File: config.mk
export PLATFORM = sky130hd
export DESIGN_NAME = alpha_weighted_box_blur_row
export DESIGN_NICKNAME = d
export VERILOG_FILES = /design/src/hw/rtl/awbb_pkg.sv /design/src/hw/rtl/awbb_div.sv /design/src/hw/rtl/awbb_datapath.sv /design/src/hw/rtl/awbb_ctrl.sv /design/src/hw/rtl/alpha_weighted_box_blur_row.sv
export SDC_FILE = /design/constraint.sdc
export NUM_CORES = 2
export LEC_CHECK = 0
export BUFFER_PORTS_ARGS = -buffer_cell sky130_fd_sc_hd__buf_4
export CORE_ASPECT_RATIO = 1.5
export CORE_UTILIZATION = 55
export DETAILED_ROUTE_END_ITERATION = 7
export MAX_ROUTING_LAYER = met4
export PLACE_DENSITY = 0.75
export SYNTH_ARGS = -nofsm -noshare
export SYNTH_HDL_FRONTEND = slang
export SYNTH_HIERARCHICAL = 1
export SYNTH_SLANG_ARGS = --single-unit
File: constraint.sdc
create_clock -name clk -period 6.9 [get_ports clk]
set_clock_uncertainty 0.1 [all_clocks]
set_input_delay 1.38 -clock clk [delete_from_list [all_inputs] [get_ports clk]]
set_output_delay 1.38 -clock clk [all_outputs]
set_load 0.05 [all_outputs]
File: src/hw/rtl/awbb_pkg.sv
package awbb_pkg;

  localparam int MaxWindow = 64;
  localparam int WinIdxW   = $clog2(MaxWindow);
  localparam int AlphaSumW = 14;
  localparam int ColorSumW = 22;
  localparam int DivW      = 22;

  localparam logic [0:0] RegWindowSize = 1'd0;
  localparam logic [0:0] RegAlphaOnly  = 1'd1;

  // controller to datapath
  typedef struct packed {
    logic load;      // latch input pixel
    logic drain;     // use zero pixel
    logic evict;     // read leaving pixel
    logic update;    // apply sums
    logic div_start; // start quotients
    logic clear;     // end of row
  } awbb_cmd_t;

  typedef struct packed {
    logic div_done;
  } awbb_sts_t;

endpackage

File: src/hw/rtl/awbb_div.sv
// Restoring divider, one quotient bit per cycle, saturates at 255.
module awbb_div (
  input  logic                      clk,
  input  logic                      rst,
  input  logic                      start,
  input  logic [awbb_pkg::DivW-1:0] num,
  input  logic [awbb_pkg::DivW-1:0] den,
  output logic                      done,
  output logic [7:0]                quot
);
  localparam int CntW = $clog2(awbb_pkg::DivW + 1);

  logic [awbb_pkg::DivW-1:0] rem;
  logic [awbb_pkg::DivW-1:0] q;
  logic [awbb_pkg::DivW-1:0] dv;
  logic [CntW-1:0]           cnt;
  logic                      busy;
  logic [awbb_pkg::DivW:0]   trial;

  always_comb begin
    trial = {rem, q[awbb_pkg::DivW-1]} - {1'b0, dv};
  end

  always_ff @(posedge clk) begin
    done <= 1'b0;
    if (rst) begin
      busy <= 1'b0;
      cnt  <= '0;
    end else if (start) begin
      busy <= 1'b1;
      rem  <= '0;
      q    <= num;
      dv   <= den;
      cnt  <= CntW'(awbb_pkg::DivW);
    end else if (busy) begin
      if (!trial[awbb_pkg::DivW]) begin
        rem <= trial[awbb_pkg::DivW-1:0];
        q   <= {q[awbb_pkg::DivW-2:0], 1'b1};
      end else begin
        rem <= {rem[awbb_pkg::DivW-2:0], q[awbb_pkg::DivW-1]};
        q   <= {q[awbb_pkg::DivW-2:0], 1'b0};
      end
      cnt <= cnt - CntW'(1);
      if (cnt == CntW'(1)) begin
        busy <= 1'b0;
        done <= 1'b1;
      end
    end
  end

  assign quot = (q[awbb_pkg::DivW-1:8] != '0) ? 8'hFF : q[7:0];
endmodule

File: src/hw/rtl/awbb_datapath.sv
module awbb_datapath (
  input  logic                          clk,
  input  logic                          rst,
  input  awbb_pkg::awbb_cmd_t           cmd,
  output awbb_pkg::awbb_sts_t           sts,
  input  logic [31:0]                   pix_in,
  input  logic [6:0]                    win,
  input  logic                          alpha_only,
  output logic [31:0]                   result
);
  logic [31:0] mem [awbb_pkg::MaxWindow];
  logic [31:0] old_pix;
  logic [31:0] cur;
  logic [awbb_pkg::WinIdxW-1:0] head;
  logic [7:0]  pos;
  logic [awbb_pkg::AlphaSumW-1:0] asum;
  logic [awbb_pkg::ColorSumW-1:0] rsum, gsum, bsum;
  logic        use_old;
  logic        evict_due;
  logic [15:0] pr, pg, pb, orr, og, ob;
  logic [awbb_pkg::WinIdxW-1:0] slot;
  logic [3:0]  dd;
  logic [7:0]  qa, qr, qg, qb;

  assign slot = head - win[awbb_pkg::WinIdxW-1:0];
  assign evict_due = {1'b0, pos} >= {2'b0, win};

  always_ff @(posedge clk) begin
    if (cmd.evict) old_pix <= mem[slot];
    if (cmd.load) cur <= cmd.drain ? 32'd0 : pix_in;
    if (cmd.update) mem[head] <= cur;
  end

  // registered products
  always_ff @(posedge clk) begin
    pr <= {8'd0, cur[23:16]} * {8'd0, cur[31:24]};
    pg <= {8'd0, cur[15:8]} * {8'd0, cur[31:24]};
    pb <= {8'd0, cur[7:0]} * {8'd0, cur[31:24]};
    orr <= use_old ? {8'd0, old_pix[23:16]} * {8'd0, old_pix[31:24]} : 16'd0;
    og  <= use_old ? {8'd0, old_pix[15:8]} * {8'd0, old_pix[31:24]} : 16'd0;
    ob  <= use_old ? {8'd0, old_pix[7:0]} * {8'd0, old_pix[31:24]} : 16'd0;
  end

  always_ff @(posedge clk) begin
    if (rst) begin
      head <= '0; pos <= '0; asum <= '0; rsum <= '0; gsum <= '0; bsum <= '0;
      use_old <= 1'b0;
    end else begin
      if (cmd.load) use_old <= evict_due;
      if (cmd.update) begin
        head <= head + {{(awbb_pkg::WinIdxW-1){1'b0}}, 1'b1};
        if (pos != 8'hFF) pos <= pos + 8'd1;
        asum <= asum + {6'd0, cur[31:24]}
              - (use_old ? {6'd0, old_pix[31:24]} : '0);
        rsum <= rsum + 22'(pr) - 22'(orr);
        gsum <= gsum + 22'(pg) - 22'(og);
        bsum <= bsum + 22'(pb) - 22'(ob);
      end
      if (cmd.clear) begin
        pos <= '0; asum <= '0; rsum <= '0; gsum <= '0; bsum <= '0;
      end
    end
  end

  awbb_div u_da (.clk, .rst, .start(cmd.div_start), .num(22'(asum)),
    .den(22'(win)), .done(dd[0]), .quot(qa));
  awbb_div u_dr (.clk, .rst, .start(cmd.div_start), .num(rsum),
    .den(22'(asum)), .done(dd[1]), .quot(qr));
  awbb_div u_dg (.clk, .rst, .start(cmd.div_start), .num(gsum),
    .den(22'(asum)), .done(dd[2]), .quot(qg));
  awbb_div u_db (.clk, .rst, .start(cmd.div_start), .num(bsum),
    .den(22'(asum)), .done(dd[3]), .quot(qb));

  assign sts.div_done = &dd;

  always_comb begin
    if (asum == '0) result = '0;
    else if (alpha_only) result = {qa, 24'd0};
    else result = {qa, qr, qg, qb};
  end
endmodule

File: src/hw/rtl/awbb_ctrl.sv
module awbb_ctrl (
  input  logic                clk,
  input  logic                rst,
  input  logic                in_fire,
  input  logic                in_last,
  input  logic [6:0]          win,
  input  logic                out_free,
  input  awbb_pkg::awbb_sts_t sts,
  output awbb_pkg::awbb_cmd_t cmd,
  output logic                idle,
  output logic                emit,
  output logic                emit_last
);
  typedef enum logic [2:0] {
    S_IDLE, S_EVICT, S_MUL, S_UPD, S_DSTART, S_DIV, S_EMIT
  } state_t;

  state_t     state;
  logic       last;
  logic [6:0] left;

  always_ff @(posedge clk) begin
    if (rst) begin
      state <= S_IDLE; last <= 1'b0; left <= '0;
    end else begin
      unique case (state)
        S_IDLE: if (in_fire) begin
          state <= S_EVICT;
          last  <= in_last;
          left  <= in_last ? win - 7'd1 : 7'd0;
        end
        S_EVICT:  state <= S_MUL;
        S_MUL:    state <= S_UPD;
        S_UPD:    state <= S_DSTART;
        S_DSTART: state <= S_DIV;
        S_DIV:    if (sts.div_done) state <= S_EMIT;
        S_EMIT: if (out_free) begin
          if (left != 7'd0) begin
            left  <= left - 7'd1;
            state <= S_EVICT;
          end else state <= S_IDLE;
        end
        default: state <= S_IDLE;
      endcase
    end
  end

  always_comb begin
    cmd = '0;
    idle = (state == S_IDLE);
    emit = (state == S_EMIT) && out_free;
    emit_last = last && (left == 7'd0);
    cmd.load  = in_fire || (emit && left != 7'd0);
    cmd.drain = !in_fire;
    cmd.evict = in_fire || (emit && left != 7'd0);
    cmd.update = (state == S_UPD);
    // dividers sample the sums once they have settled
    cmd.div_start = (state == S_DSTART);
    cmd.clear = emit && emit_last;
  end
endmodule

File: src/hw/rtl/alpha_weighted_box_blur_row.sv
// Each input passes through evict read, product register, sum update,
// divider start and a bit-serial divide before its output is valid.
// One item in flight: the next input is taken only once the last result is
// emitted; on row end each of the window-1 drain outputs follows the one before.
// Reset (synchronous rst): sums and position clear, window 1, alpha_only 0;
// window pixel store is not cleared.
module alpha_weighted_box_blur_row (
  input  logic        clk,
  input  logic        rst,
  input  logic        cfg_we,
  input  logic [0:0]  cfg_index,
  input  logic [6:0]  cfg_data,
  input  logic        s_tvalid,
  output logic        s_tready,
  input  logic [31:0] s_tdata,  // in_alpha, in_red, in_green, in_blue
  input  logic        s_tlast,  // row_end
  output logic        m_tvalid,
  input  logic        m_tready,
  output logic [31:0] m_tdata,  // out_alpha, out_red, out_green, out_blue
  output logic        m_tlast   // row_done
);
  logic [6:0] window_size;
  logic       alpha_only;
  logic [6:0] win;
  logic       idle, emit, emit_last, in_fire;
  logic [31:0] pix, res;
  awbb_pkg::awbb_cmd_t cmd;
  awbb_pkg::awbb_sts_t sts;

  always_ff @(posedge clk) begin
    if (rst) begin
      window_size <= 7'd1; alpha_only <= 1'b0;
    end else if (cfg_we) begin
      unique case (cfg_index)
        awbb_pkg::RegWindowSize: window_size <= cfg_data;
        awbb_pkg::RegAlphaOnly:  alpha_only  <= cfg_data[0];
        default: ;
      endcase
    end
  end

  assign win = (window_size == 7'd0) ? 7'd1
             : (window_size > 7'(awbb_pkg::MaxWindow)) ? 7'(awbb_pkg::MaxWindow)
             : window_size;

  assign s_tready = idle;
  assign in_fire = s_tvalid && s_tready;
  // model packs A,R,G,B high to low; tdata has alpha lowest
  assign pix = {s_tdata[7:0], s_tdata[15:8], s_tdata[23:16], s_tdata[31:24]};

  awbb_ctrl u_ctrl (.clk, .rst, .in_fire, .in_last(s_tlast), .win,
    .out_free(!m_tvalid || m_tready), .sts, .cmd, .idle, .emit, .emit_last);

  awbb_datapath u_dp (.clk, .rst, .cmd, .sts, .pix_in(pix), .win, .alpha_only,
    .result(res));

  always_ff @(posedge clk) begin
    if (rst) m_tvalid <= 1'b0;
    else if (emit) m_tvalid <= 1'b1;
    else if (m_tready) m_tvalid <= 1'b0;
    if (emit) begin
      m_tdata <= {res[7:0], res[15:8], res[23:16], res[31:24]};
      m_tlast <= emit_last;
    end
  end
endmodule

==> flow_summary_export.csv <==
group,metric,value,unit
run_status,outcome,"finished, final reports clean",
hold_path,min_to,"u_ctrl/last$_SDFFE_PP0P_",
setup_path,arrival,5.92,ns
flow_run,cap_violations,0,
setup_path,worstRegToRegCells,10,
timing,max_slew_margin,9.758,%
drt,vias_per_cell,6.369,
pwr,ir_worst_vdd,0.6501,mV
place,dp_slack,1.528,ns
setup_path,regToRegStartpoint,"u_dp/head[0]$_SDFFE_PP0P_",
timing,min_period,5.412,ns
setup_path,crit_type,"reg2reg",
floorplan,die_y,586.5,um
setup_path,cp.required,7.41,ns
finish,final_layout_size_suffix_gt1_share,19.18,%
drt,drt_iter0_drc,7486,
clock_tree,cts_setup_buffers,0,
finish,nNetsFinal,8832,
setup_path,worstPathMaxFanout,60,
timing,tns,0,ns
timing,hold_ws,0.3862,ns
finish,layout.area.seq,0.07712,sq mm
timing,rsz0062_at_grt,"no",
place,place_congestion,0.9406,
floorplan,num_io_pins,81,
clock_tree,clockBufferDepth,4,
clock_tree,cts_tree,"built",
hold_path,hold_path.class,"reg2reg",
synthesis,yosysSeqAreaShare,61.58,%
synthesis,postSynthCellCount,7885,
clock_tree,h-tree-depth,4,
drt,first_pass_iters,6,
clock_tree,holdBufCountCts,0,
clock_tree,path_clk_slew,0.07,ns
synthesis,syn_area,0.1252,sq mm
drt,routedWlPerCell,29.63,um
hold_path,min_path_cells,2,
clock_tree,cts_root_buffer,"clkbuf_16",
finish,finalInstanceArea,0.1385,sq mm
timing,slew_viol_final,0,
setup_path,cp-start-kind,"register",
synthesis,synth_edf_count,2409,
synthesis,ys_warn_count,6,
pwr,p_leak,0.04855,uW
timing,max_freq,0.1848,GHz
place,hpwl,204500,um
setup_path,r2r_slack,1.49,ns
setup_path,reg2reg_to,"u_dp/old_pix[30]$_DFFE_PP_",
finish,final_common_cell,"edfxtp_1",
floorplan,die_x,391.6,um
clock_tree,cts_sinks,2648,
floorplan,start_util,55.29,%
grt,grt-ovfl-total,0,
timing,worst_slack,1.488,ns
timing,worst_pin_slew,1.342,ns
floorplan,core-area,0.2265,sq mm
synthesis,ys_ff_latch,2648,
clock_tree,insertion_delay,0.94,ns
clock_tree,cts_made_buffers,236,
synthesis,syn-mean-instance-area,15.88,sq um
floorplan,die_area,0.2297,sq mm
synthesis,synthFlopType,"edfxtp_1",
hold_path,min_from,"u_ctrl/last$_SDFFE_PP0P_",
synthesis,synth.distinct_cells,97,
setup_path,critPathLaunch,"u_dp/head[0]$_SDFFE_PP0P_",
grt,antenna_found_initial,18,
finish,multi_input_area,0.04457,sq mm
place,place_area,0.1305,sq mm
clock_tree,cts-resized-gates,0,
drt,ant_nets,0,
place,portBuffers,80,
drt,drc,0,
finish,fillers,16160,
timing,setup_viol,0,
drt,vias,72110,
grt,grt_pass1_vias,74010,
pwr,power,63860,uW
synthesis,synthArstFlopShare,0,%
setup_path,cp-end-kind,"register",
grt,grt_pass1_wl,489200,um
floorplan,row_count,214,
finish,area_growth,10.58,%
grt,track_usage,30.26,%
pwr,power.density,461.1,mW/mm^2
drt,drt-total-wl,335500,um
finish,final_cell_mix,"edfxtp_1, inv_1, mux4_2",
timing,finalHoldViolations,0,
grt,grt_max_degree,113,
timing,fin_crit_sh,78.43,%
[registers in the layout (all words and copies together) (netlist names), 32 cells and up]
| signal | flops |
|---|---|
| u_dp/cur | 32 |
| m_tdata | 32 |
| u_dp/old_pix | 32 |
| u_dp/mem | 2048 |
[cell families after synthesis]
family / synth area share, %
AO/OA/AOI/OAI: 5.411
XOR/XNOR: 1.231
adder cells (fa/ha/maj): 8.543
buffers and inverters: 3.464
flip-flops: 61.58
multiplexers: 13.38
other: 0.002994
AND/OR/NAND/NOR: 6.395
[through the flow]
| stage | utilization [%] | std cells |
|---|---|---|
| global route | 61.14 | 11320 |
| global placement | 57.62 | 10880 |
| finish | 61.14 | 11320 |
| floorplan | - | 7931 |
| detailed placement | 57.63 | 10880 |
| CTS | 61.11 | 11310 |
[cell type report]
cell class	instances	area share (%)
Clock buffer	279	4.419
Antenna cell	15	0.02710
Inverter	697	1.889
Multi-Input combinational cell	4225	32.18
Timing Repair Buffer	289	1.785
Sequential cell	2648	55.69
Tap cell	3024	2.732
Clock inverter	145	1.280
[cells in the mapped netlist (33+ instances only)]
cell type	count	share of area (%)
xnor2_1	111	0.78
nand3_1	83	0.33
nor2_1	269	0.81
and2_1	374	1.9
edfxtp_1	2409	58
mux4_2	640	12
a211oi_1	63	0.38
buf_2	105	0.42
mux2_2	85	0.76
a31oi_1	33	0.16
o21ai_0	179	0.72
nor2b_1	77	0.38
inv_1	696	2.1
a21o_1	92	0.55
nand2_1	261	0.78
nor4_1	35	0.17
ha_1	412	4.1
o211ai_1	43	0.26
xor2_1	65	0.45
and3_1	45	0.22
or2_2	41	0.20
clkbuf_1	179	0.54
a21oi_1	255	1.0
nor3_1	80	0.32
mux2i_1	138	1.1
dfxtp_1	239	3.8
fa_1	277	4.4
nand4_1	52	0.26
[power breakdown]
part	internal, uW	switching (uW)
sequential	19500	976
combinational	12400	17200
clock	7700	6000
[how the worst max path moves through the flow]
stage	end	slack [ns]	depth (start not counted)
detailed placement	u_dp/pr[15]$_DFF_P_	1.53	17
global placement	u_dp/old_pix[30]$_DFFE_PP_	1.66	13
finish	u_dp/old_pix[30]$_DFFE_PP_	1.49	10
floorplan	u_dp/use_old$_SDFFE_PP0P_	1.62	6
CTS	u_dp/pr[15]$_DFF_P_	1.48	17
global route	u_dp/pb[15]$_DFF_P_	1.18	17
[worst max-delay path, stage by stage (launching register included)]
cell and delay [ns]:
dfxtp_1 0.89, inv_1 0.28, ha_4 0.24, inv_1 0.07, fa_4 0.83, buf_12 0.27
buf_12 0.31, mux4_2 0.34, mux4_2 0.49, mux2i_1 0.90, mux2i_1 0.16
[metal layers]
metal / GRT usage [%] / routed length (um)
met1: 34.18 / 113400
met4: 17.25 / 22580
met3: 4.468 / 27770
met2: 51.46 / 171700
met5: - / 0
No activity file was read; power rests on OpenSTA's default activity.
